File: config.mk
export PLATFORM = sky130hd
export DESIGN_NAME = hex_record_stream_encoder
export DESIGN_NICKNAME = d
export VERILOG_FILES = /design/src/design/hrse_pkg.sv /design/src/design/hrse_ram.sv /design/src/design/hrse_seq.sv /design/src/design/hex_record_stream_encoder.sv
export SDC_FILE = /design/constraint.sdc
export NUM_CORES = 1
export LEC_CHECK = 0
export ABC_AREA = 1
export BUFFER_PORTS_ARGS = -buffer_cell sky130_fd_sc_hd__buf_2
export CAP_MARGIN = 20
export CORE_ASPECT_RATIO = 0.8
export CORE_MARGIN = 2
export CORE_UTILIZATION = 30
export CTS_CLUSTER_DIAMETER = 120
export DETAILED_ROUTE_END_ITERATION = 8
export HOLD_SLACK_MARGIN = 0.05
export MAX_ROUTING_LAYER = met4
export RECOVER_POWER = 50
export SLEW_MARGIN = 20
export SYNTH_ARGS = -nofsm -noshare
export SYNTH_HDL_FRONTEND = slang
export SYNTH_HIERARCHICAL = 1
export SYNTH_SLANG_ARGS = --single-unit
File: constraint.sdc
create_clock -name clk -period 4.3 [get_ports clk]
set_input_delay 0.86 -clock clk [delete_from_list [all_inputs] [get_ports clk]]
set_output_delay 0.86 -clock clk [all_outputs]
set_load 0.03 [all_outputs]
File: src/design/hrse_pkg.sv
// ----------------------------------------------------------------------------
// hrse_pkg: shared types and constants of the hex record stream encoder
// Record size, index widths, beat structs, record codes and the hex digit map.
// ----------------------------------------------------------------------------
package hrse_pkg;

	// Data bytes per full record (legal range 1 to 32).
	localparam int RECORD_BYTES = 16;

	// Index into the byte store and width of a byte count (0 to RECORD_BYTES).
	localparam int IDX_W  = (RECORD_BYTES > 1) ? $clog2(RECORD_BYTES) : 1;
	localparam int CNT_W  = $clog2(RECORD_BYTES + 1);
	localparam int ADDR_W = 16;

	// Request codes on the input beat.
	localparam logic REQ_DATA = 1'b0;
	localparam logic REQ_EOF  = 1'b1;

	// Record types (only the low bit of the type byte can be nonzero).
	localparam logic TYPE_DATA = 1'b0;
	localparam logic TYPE_EOF  = 1'b1;

	localparam logic [7:0] CH_COLON = 8'h3A;
	localparam logic [7:0] CH_NL    = 8'h0A;

	typedef struct packed {
		logic       req_type;
		logic [7:0] data_byte;
	} in_beat_t;

	typedef struct packed {
		logic [7:0] out_char;
		logic       last_char;
	} out_beat_t;

	// Record request from the input side to the record sequencer.
	typedef struct packed {
		logic              start;
		logic              data_rec;
		logic              eof;
		logic [CNT_W-1:0]  count;
		logic [ADDR_W-1:0] addr;
	} cmd_t;

	// Uppercase ASCII hex digit of one nibble.
	function automatic logic [7:0] hex_char(input logic [3:0] nib);
		logic [7:0] ch;
		if (nib < 4'd10) begin
			ch = 8'h30 + {4'h0, nib};
		end else begin
			ch = 8'h37 + {4'h0, nib};
		end
		return ch;
	endfunction

endpackage

File: src/design/hrse_ram.sv
// ----------------------------------------------------------------------------
// hrse_ram: generic single-port-write, single-port-read RAM
// One write and one registered read per cycle; read data holds between reads.
// ----------------------------------------------------------------------------
module hrse_ram #(
	parameter int WIDTH = 8,
	parameter int DEPTH = 16
) (
	input  logic                                         clk,
	input  logic                                         we,
	input  logic [((DEPTH > 1) ? $clog2(DEPTH) : 1)-1:0] waddr,
	input  logic [WIDTH-1:0]                             wdata,
	input  logic                                         re,
	input  logic [((DEPTH > 1) ? $clog2(DEPTH) : 1)-1:0] raddr,
	output logic [WIDTH-1:0]                             rdata
);

	logic [WIDTH-1:0] mem_q [DEPTH];

	always_ff @(posedge clk) begin
		if (we) begin
			mem_q[waddr] <= wdata;
		end
		if (re) begin
			rdata <= mem_q[raddr];
		end
	end

endmodule

File: src/design/hrse_seq.sv
// ----------------------------------------------------------------------------
// hrse_seq: record sequencer
// Walks the characters of one or two records, reading each data byte from
// the byte store before its high digit and keeping the checksum as it goes.
// ----------------------------------------------------------------------------
module hrse_seq (
	input  logic                        clk,
	input  logic                        arst_n,
	input  hrse_pkg::cmd_t              cmd,
	output logic                        busy,
	output logic                        rd_en,
	output logic [hrse_pkg::IDX_W-1:0]  rd_addr,
	input  logic [7:0]                  rd_data,
	output logic                        out_valid,
	input  logic                        out_ready,
	output hrse_pkg::out_beat_t         out_data
);
	import hrse_pkg::*;

	typedef enum logic [6:0] {
		S_IDLE   = 7'b0000001,
		S_HEAD   = 7'b0000010,
		S_DHI    = 7'b0000100,
		S_DLO    = 7'b0001000,
		S_SUM_HI = 7'b0010000,
		S_SUM_LO = 7'b0100000,
		S_NL     = 7'b1000000
	} seq_state_t;

	localparam logic [3:0] HDR_LAST = 4'd8;

	seq_state_t        state_q, state_d;
	logic              pend_eof_q;
	logic              out_valid_q;
	out_beat_t         out_data_q;
	logic [CNT_W-1:0]  count_q;
	logic [ADDR_W-1:0] addr_q;
	logic              type_q;
	logic [7:0]        sum_q;
	logic [3:0]        hdr_q;
	logic [CNT_W-1:0]  idx_q;
	logic [CNT_W-1:0]  idx_next;

	logic              adv;
	logic              load_eof;
	logic              load;
	logic [CNT_W-1:0]  ld_count;
	logic [ADDR_W-1:0] ld_addr;
	logic              ld_type;
	logic [7:0]        ld_sum;
	logic [31:0]       hdr_word;
	logic [3:0]        hdr_nib;
	logic [7:0]        cks;
	logic [7:0]        char_d;
	logic              last_d;

	// A character moves into the output register when it is empty or draining.
	assign adv      = (state_q != S_IDLE) && (!out_valid_q || out_ready);
	assign load_eof = adv && (state_q == S_NL) && pend_eof_q;
	assign load     = cmd.start || load_eof;
	assign idx_next = idx_q + 1'b1;
	assign busy     = (state_q != S_IDLE);

	always_comb begin
		if (cmd.start && cmd.data_rec) begin
			ld_count = cmd.count;
			ld_addr  = cmd.addr;
			ld_type  = TYPE_DATA;
		end else begin
			ld_count = '0;
			ld_addr  = '0;
			ld_type  = TYPE_EOF;
		end
		ld_sum = 8'(ld_count) + ld_addr[15:8] + ld_addr[7:0] + {7'b0, ld_type};
	end

	assign hdr_word = {8'(count_q), addr_q, 7'b0, type_q};
	assign cks      = ~sum_q + 8'd1;

	always_comb begin
		case (hdr_q)
			4'd1:    hdr_nib = hdr_word[31:28];
			4'd2:    hdr_nib = hdr_word[27:24];
			4'd3:    hdr_nib = hdr_word[23:20];
			4'd4:    hdr_nib = hdr_word[19:16];
			4'd5:    hdr_nib = hdr_word[15:12];
			4'd6:    hdr_nib = hdr_word[11:8];
			4'd7:    hdr_nib = hdr_word[7:4];
			4'd8:    hdr_nib = hdr_word[3:0];
			default: hdr_nib = 4'h0;
		endcase
	end

	always_comb begin
		last_d = 1'b0;
		unique case (state_q)
			S_HEAD:   char_d = (hdr_q == 4'd0) ? CH_COLON : hex_char(hdr_nib);
			S_DHI:    char_d = hex_char(rd_data[7:4]);
			S_DLO:    char_d = hex_char(rd_data[3:0]);
			S_SUM_HI: char_d = hex_char(cks[7:4]);
			S_SUM_LO: char_d = hex_char(cks[3:0]);
			S_NL: begin
				char_d = CH_NL;
				last_d = !pend_eof_q;
			end
			default:  char_d = 8'h00;
		endcase
	end

	// Next state; a store read is issued on every step into the high digit.
	always_comb begin
		state_d = state_q;
		rd_en   = 1'b0;
		rd_addr = '0;
		if (cmd.start) begin
			state_d = S_HEAD;
		end else if (adv) begin
			unique case (state_q)
				S_HEAD: begin
					if (hdr_q == HDR_LAST) begin
						if (count_q == '0) begin
							state_d = S_SUM_HI;
						end else begin
							state_d = S_DHI;
							rd_en   = 1'b1;
						end
					end
				end
				S_DHI:    state_d = S_DLO;
				S_DLO: begin
					if (idx_next == count_q) begin
						state_d = S_SUM_HI;
					end else begin
						state_d = S_DHI;
						rd_en   = 1'b1;
						rd_addr = idx_next[IDX_W-1:0];
					end
				end
				S_SUM_HI: state_d = S_SUM_LO;
				S_SUM_LO: state_d = S_NL;
				S_NL:     state_d = pend_eof_q ? S_HEAD : S_IDLE;
				default:  state_d = S_IDLE;
			endcase
		end
	end

	always_ff @(posedge clk or negedge arst_n) begin
		if (!arst_n) begin
			state_q     <= S_IDLE;
			pend_eof_q  <= 1'b0;
			out_valid_q <= 1'b0;
		end else begin
			state_q <= state_d;
			if (cmd.start) begin
				pend_eof_q <= cmd.data_rec && cmd.eof;
			end else if (load_eof) begin
				pend_eof_q <= 1'b0;
			end
			if (adv) begin
				out_valid_q <= 1'b1;
			end else if (out_ready) begin
				out_valid_q <= 1'b0;
			end
		end
	end

	always_ff @(posedge clk) begin
		if (load) begin
			count_q <= ld_count;
			addr_q  <= ld_addr;
			type_q  <= ld_type;
			sum_q   <= ld_sum;
			hdr_q   <= 4'd0;
			idx_q   <= '0;
		end else if (adv) begin
			case (state_q)
				S_HEAD: hdr_q <= hdr_q + 4'd1;
				S_DLO: begin
					sum_q <= sum_q + rd_data;
					idx_q <= idx_next;
				end
				default: ;
			endcase
		end
		if (adv) begin
			out_data_q.out_char  <= char_d;
			out_data_q.last_char <= last_d;
		end
	end

	assign out_valid = out_valid_q;
	assign out_data  = out_data_q;

`ifndef SYNTH
	a_start_idle: assert property (@(posedge clk) disable iff (!arst_n)
		cmd.start |-> state_q == S_IDLE)
		else $error("record request while the sequencer is busy");

	a_read_leads_digit: assert property (@(posedge clk) disable iff (!arst_n)
		rd_en |=> state_q == S_DHI)
		else $error("store read not followed by a high data digit");

	a_idx_in_range: assert property (@(posedge clk) disable iff (!arst_n)
		(state_q == S_DHI || state_q == S_DLO) |-> idx_q < count_q)
		else $error("data index beyond record length");

	a_last_is_nl: assert property (@(posedge clk) disable iff (!arst_n)
		(out_valid_q && out_data_q.last_char) |-> out_data_q.out_char == CH_NL)
		else $error("final character of an item is not a newline");
`endif

endmodule

File: src/design/hex_record_stream_encoder.sv
// ----------------------------------------------------------------------------
// hex_record_stream_encoder: Intel HEX data record encoder, top level
// Gathers data bytes into a record buffer and streams the record text.
// ----------------------------------------------------------------------------
// A data byte that does not complete a record is stored and produces no
// beats. The byte that completes a record of RECORD_BYTES bytes starts the
// record sequencer, which sends one ASCII character per cycle while
// out_ready is high: 9 header characters, two per data byte, two checksum
// characters and a newline, so 44 beats for the default 16-byte record. An
// end-of-input request sends a pending partial record, if any, and then the
// 12-character end-of-file record, and returns the load address and fill
// count to zero. Input is held off (in_ready low) from the cycle after the
// request that starts a record until its final character has entered the
// output register; the last character may still be waiting for out_ready
// when the next byte is taken. No byte is taken while a record is being
// sent, so loading and sending do not overlap. The final character of every
// request carries last_char. Load addresses wrap at 16 bits and no
// extended-address records are made.
// ----------------------------------------------------------------------------
module hex_record_stream_encoder (
	input  logic                clk,
	input  logic                arst_n,
	input  logic                in_valid,
	output logic                in_ready,
	input  hrse_pkg::in_beat_t  in_data,
	output logic                out_valid,
	input  logic                out_ready,
	output hrse_pkg::out_beat_t out_data
);
	import hrse_pkg::*;

	logic [IDX_W-1:0]  fill_q;
	logic [ADDR_W-1:0] addr_q;
	logic              accept;
	logic              is_eof;
	logic              full;
	logic              busy;
	cmd_t              cmd;
	logic              rd_en;
	logic [IDX_W-1:0]  rd_addr;
	logic [7:0]        rd_data;

	// New requests are taken only while no record is being sequenced.
	assign in_ready = !busy;
	assign accept   = in_valid && in_ready;
	assign is_eof   = (in_data.req_type == REQ_EOF);
	assign full     = (fill_q == IDX_W'(RECORD_BYTES - 1));

	// A record starts when a byte fills the buffer, or on end of input. On end
	// of input the data record is only sent when bytes are pending.
	always_comb begin
		cmd.start    = accept && (is_eof || full);
		cmd.eof      = is_eof;
		cmd.data_rec = is_eof ? (fill_q != '0) : 1'b1;
		cmd.count    = is_eof ? CNT_W'(fill_q) : CNT_W'(RECORD_BYTES);
		cmd.addr     = addr_q;
	end

	always_ff @(posedge clk or negedge arst_n) begin
		if (!arst_n) begin
			fill_q <= '0;
			addr_q <= '0;
		end else if (accept) begin
			if (is_eof) begin
				fill_q <= '0;
				addr_q <= '0;
			end else if (full) begin
				fill_q <= '0;
				addr_q <= addr_q + ADDR_W'(RECORD_BYTES);
			end else begin
				fill_q <= fill_q + 1'b1;
			end
		end
	end

	// Record buffer: written by incoming bytes, read by the sequencer.
	hrse_ram #(
		.WIDTH(8),
		.DEPTH(RECORD_BYTES)
	) u_store (
		.clk  (clk),
		.we   (accept && !is_eof),
		.waddr(fill_q),
		.wdata(in_data.data_byte),
		.re   (rd_en),
		.raddr(rd_addr),
		.rdata(rd_data)
	);

	hrse_seq u_seq (
		.clk      (clk),
		.arst_n   (arst_n),
		.cmd      (cmd),
		.busy     (busy),
		.rd_en    (rd_en),
		.rd_addr  (rd_addr),
		.rd_data  (rd_data),
		.out_valid(out_valid),
		.out_ready(out_ready),
		.out_data (out_data)
	);

endmodule
* Yosys cells after proc, flatten, opt, wreduce, memory -nomap -nowiden
Memories as Yosys holds them, arrays and structs flattened. A register that Yosys moved wholly into a read port is not among the register bits. Index checks and enable logic that the tools add are counted.
Word-level totals: input port bits 13, register bits 77, memories 1, memory bits (writable) 128, output and inout bits 11, word-level logic and storage cells 128
Memories:
- u_store.mem_q | words 16, bits a word 8, read ports 1, clocked after memory_dff 1, wr ports 1, line hrse_ram.sv:18 | logic [WIDTH-1:0] mem_q [DEPTH];
Cells by class: $lt $le $gt $ge 5, equal/unequal tests 17, add/sub/neg operators 19, reductions and logical operators 29, bitwise gates (word level) 1, mux-type cells 43
Operators by type and width (count):
- $mux 8 | 9
- $add 6x4->7 const A | 10
- $mux 16 | 3
- $pmux 8 s6 | 1
- $pmux 7 s6 | 1
- $pmux 4 s7 | 1
- $mux 4 | 6
- $mux 7 | 3
- $lt 4x4->1 const B | 5
- $mux 5 | 4
- $add 16x5->16 const B | 1
- $add 8x8->8 | 2
- $mux 1 | 13
- $eq 4x3->1 const B | 3
- $reduce_bool 2->1 | 6
- $reduce_and 2->1 | 5
- $add 4x1->4 const B | 2
- $add 5x8->8 | 1
- $add 8x1->8 | 1
- $add 8x1->8 const B | 1
- $eq 4x2->1 const B | 2
- $eq 4x4->1 const B | 2
- $logic_and 1x1->1 | 8
- $not 8->8 | 1
- other kinds (18) | 23

* Logic depth before layout (Yosys ltp)
depth in word-level cells 10, depth in mapped cells 26, depth with buffers taken out 25

* Hierarchy
Netlist, hierarchy kept.
Modules (own cells, without submodules):
- hrse_ram | area an instance 5846.9 µm², instances 1, sequential area each 4083.9 µm², cells an instance 551
- hrse_seq | area an instance 4520.6 µm², instances 1, sequential area each 1547.7 µm², cells an instance 635
- hex_record_stream_encoder | area an instance 987.2 µm², instances 1, sequential area each 400.4 µm², cells an instance 137

* Worst setup path before layout
Ideal clock, no wire load.
path kind register to register, from register u_seq.state_q[2], to register u_seq.sum_q[6], data pin, buffers on the path 1, clock period less this slack 4.099 ns, setup time 0.256 ns, cell stages (with the launch flop) 26, data required time 4.044 ns, arrival 3.842 ns, path slack 0.201 ns, path through dfrtp_1 > nor2_2 > nand3_2 > or2_4 > inv_1 > nand2_1 > inv_1 > nand2_8 > inv_8 > nand2_1 > inv_1 > clkbuf_1 > nand2_1 > fa_1 > inv_1 > ha_1 > inv_1 > fa_1 > inv_1 > nand3_1 > nand2_1 > nand2_1 > a21oi_1 > nor2_1 > nor2_1 > o21ai_1
RTL lines:
- start, declared | line hrse_seq.sv:32 | seq_state_t state_q, state_d;
- start signal, assigned | line hrse_seq.sv:153 | state_q <= state_d;
- end signal, assigned | line hrse_seq.sv:172 | sum_q <= ld_sum;
- end signal, assigned | line hrse_seq.sv:179 | sum_q <= sum_q + rd_data;
- end, declared | line hrse_seq.sv:39 | logic [7:0] sum_q;

==> metrics.yaml <==
min_path:
  min-delay-start: "u_seq/idx_q[3]"
  hold_path.class: "flip-flop to flip-flop"
layout:
  layout.nets: 1400
  layout_commonest_cell: "nand2_1"
  final_cell_mix: "nand2_1 (389), inv_1 (233), edfxtp_1 (174), nand3_1 (169), nor2_1 (103)"
  drive_above_1_share: 0.0716
  design_area_um2: 12700
  antenna_cells: 0
  area_growth_syn_to_layout_pct: 12.1
route:
  wire_per_inst_um: 14.6
  drtPass1Iterations: 8
  vias: 8439
  postRouteAntennaNets: 0
  drc: 1
  via_per_inst: 4.55
  drt_wl_total_mm: 27.2
  drtIter0Drc: 757
clock_tree:
  clkTransAtPathRegs_ns: 0.05
  clk-insertion-delay-late_ns: 0.54
  cts_num_sinks: 208
  cts_tree: "done"
  ctsResizeCount: 0
  postCtsHoldBufs: 0
  cts_root_buffer: "clkbuf_16"
  cts_buffers: 24
  ctsLongestPathBuffers: 3
  cts_setup_buffers: 0
  cts_max_level: 1
synth:
  ys_types: 47
  synth-seq-cells: 208
  syn-instance-count: 1323
  async_reset_ff_frac: 0.120
  synth-simple-area-share: 0.283
  ys.flop_type: "edfxtp_1"
  synth-compound-area-share: 0.0343
  syn_area_per_cell_um2: 8.58
  synth_top_family_by_area: "simple AND/OR/NAND/NOR gates"
  synth_edf_count: 174
  syn-cell-area_um2: 11400
  muxShareOfSynthArea: 0
  yosys.area_share.adder: 0.0443
  synthXorXnorAreaFrac: 0.00540
  yosys_warnings: 6
  yosysSeqAreaShare: 0.531
sta:
  rsz0062_at_grt: "no"
  tightest_slew_ns: 1.56
  max_freq_mhz: 245
  fin_crit_sh: 0.948
  slew_headroom: -0.0410
  finalHoldViolations: 0
  fin_crit_ns: 4.08
  clock_skew_ns: 0.0294
  setup_tns_ns: 0
  finalSetupViolCount: 0
  drv_slew: 26
  hold_slack_ns: 0.506
global_route:
  grtUsageTotal: 0.143
  grt-ovfl-total: 0
  antenna_found_initial: 0
  grt_pass1_vias: 7819
  grt_max_degree: 65
  grt_pass1_wl_mm: 43.4
power:
  power.density_nw_per_um2: 446
  ir_drop_mv: 0.296
  leakagePower_uw: 0.00567
  finalPower_uw: 5680
placement:
  dp_hpwl_mm: 18.9
  port_buffers: 22
  place_congestion: 0.866
  placed_area_um2: 11900
setup_path:
  required_ns: 4.57
  start_kind: "flip-flop"
  crit_type: "flip-flop to flip-flop"
  r2r_start: "u_seq/state_q[5]"
  critPathArrivalTime_ns: 4.34
  cp_max_fo: 64
  worstSetupEndpointType: "flip-flop"
  critical_path.startpoint: "u_seq/state_q[5]"
outcome:
  failed_checks: "design-rule violations, max-capacitance violations, max-slew violations"
  status: "finished with violations"
flow_run:
  cap_violations: 1
floorplanning:
  die_y_um: 178
  coreArea_um2: 37200
  die_w_um: 222
  design.die.area_um2: 39400
  rows: 63
  floorplan.initialDensity: 0.305
  ios: 24
power breakdown:
group	leakage [uW]	internal (uW)	switching, uW
combinational	0.00327	298	803
sequential	0.00199	2370	108
clock	0.000408	1280	815
total	0.00567	3950	1730
cell type report:
cell class / instances / area [um2]
clock inverter: 11 / 161
clock buffer: 33 / 674
inverter: 242 / 916
tap: 487 / 609
sequential: 208 / 6030
timing repair buffer: 32 / 168
fill: 3818 / 24500
multi-input combinational: 843 / 4170
synthesized netlist by cell type, types with 2 or more instances:
library cell	instances	area, um2
o21ai_2	4	35.0
buf_6	9	101
buf_4	8	60.1
o21ai_1	4	20.0
o211ai_1	2	15.0
dfxtp_1	9	180
nand2_4	3	33.8
a21oi_1	24	120
nand2_2	6	37.5
nand3_1	169	846
nor2_4	5	56.3
nor2_2	9	56.3
nand2_1	388	1460
fa_1	7	140
edfxtp_1	174	5230
buf_2	13	65.1
xnor2_1	3	26.3
clkbuf_1	2	7.51
a31oi_1	4	25.0
xor2_1	4	35.0
o21ai_0	20	100
o22ai_1	3	18.8
nand3_4	2	35.0
nor2_1	101	379
nor3_1	5	25.0
ha_1	29	363
inv_2	7	26.3
dfrtp_1	24	601
nand4_1	26	163
or2_2	4	25.0
inv_1	234	878
nand3b_1	4	30.0
conb_1	2	7.51
nand3_2	2	20.0
worst max-delay path: stages, from the launching register on:
cell and delay (ns):
dfrtp_1 0.37, inv_1 0.15, nand3_4 0.13, or2_4 0.28
inv_1 0.18, nand2_1 0.17, inv_2 0.17, nand2_8 0.10
inv_8 0.05, clkbuf_1 0.58, inv_1 0.24, nand2_1 0.29
nor2_4 0.06, buf_4 0.35, nand2_1 0.13, nand2_1 0.06
nand2_1 0.09, nand3_1 0.15, nand3_1 0.14, nand2_1 0.08
through the flow:
step                      instances  setup WS (ns)  utilization
final                          1856          0.222        0.342
after global routing           1856         0.0216        0.342
after CTS                      1856          0.215        0.344
after detailed placement       1812          0.175        0.321
after global placement         1812          0.335        0.321
after floorplan                1326          0.201            -
flip-flops by register name (all words and copies together) (netlist names):
name and count:
u_seq/count_q 5, u_seq/idx_q 5, fill_q 4, u_seq/hdr_q 4, u_seq/state_q 7, addr_q 12, u_store/mem_q 128, u_store/rdata 8
u_seq/pend_eof_q 1, u_seq/sum_q 8, u_seq/out_valid 1, u_seq/out_data 8, u_seq/addr_q 16, u_seq/type_q 1
path summary, 6_finish.rpt:
path / slack, ns / cells past startpoint / to
setup / recovery: 0.22 / 19 / u_store/rdata[2]
hold / removal: 0.51 / 2 / u_seq/idx_q[3]
setup reg to reg: 0.22 / 19 / u_store/rdata[2]
hold reg to reg: 0.51 / 2 / u_seq/idx_q[3]
max in group asynchronous: 2.67 / 1 / u_seq/state_q[1]
min in group asynchronous: 0.71 / 1 / addr_q[15]
logic make-up after synthesis:
kind of cell | count (synthesis)
AOI/OAI and AO/OA | 67
xor gates and xnor gates | 7
adders and majority gates | 36
buffers and inverters | 275
DFF | 208
other | 2
and+or+nand+nor | 728
per-layer routing:
metal  global-route usage  vias to the layer above  share of wire
li1                     -                     4298              -
met1                0.211                     3895           0.51
met2                0.207                      207           0.42
met3               0.0178                       39          0.057
met4               0.0366                        0          0.022
met5                    -                        -              0
Note: power is estimated with default switching activity, not from simulation.
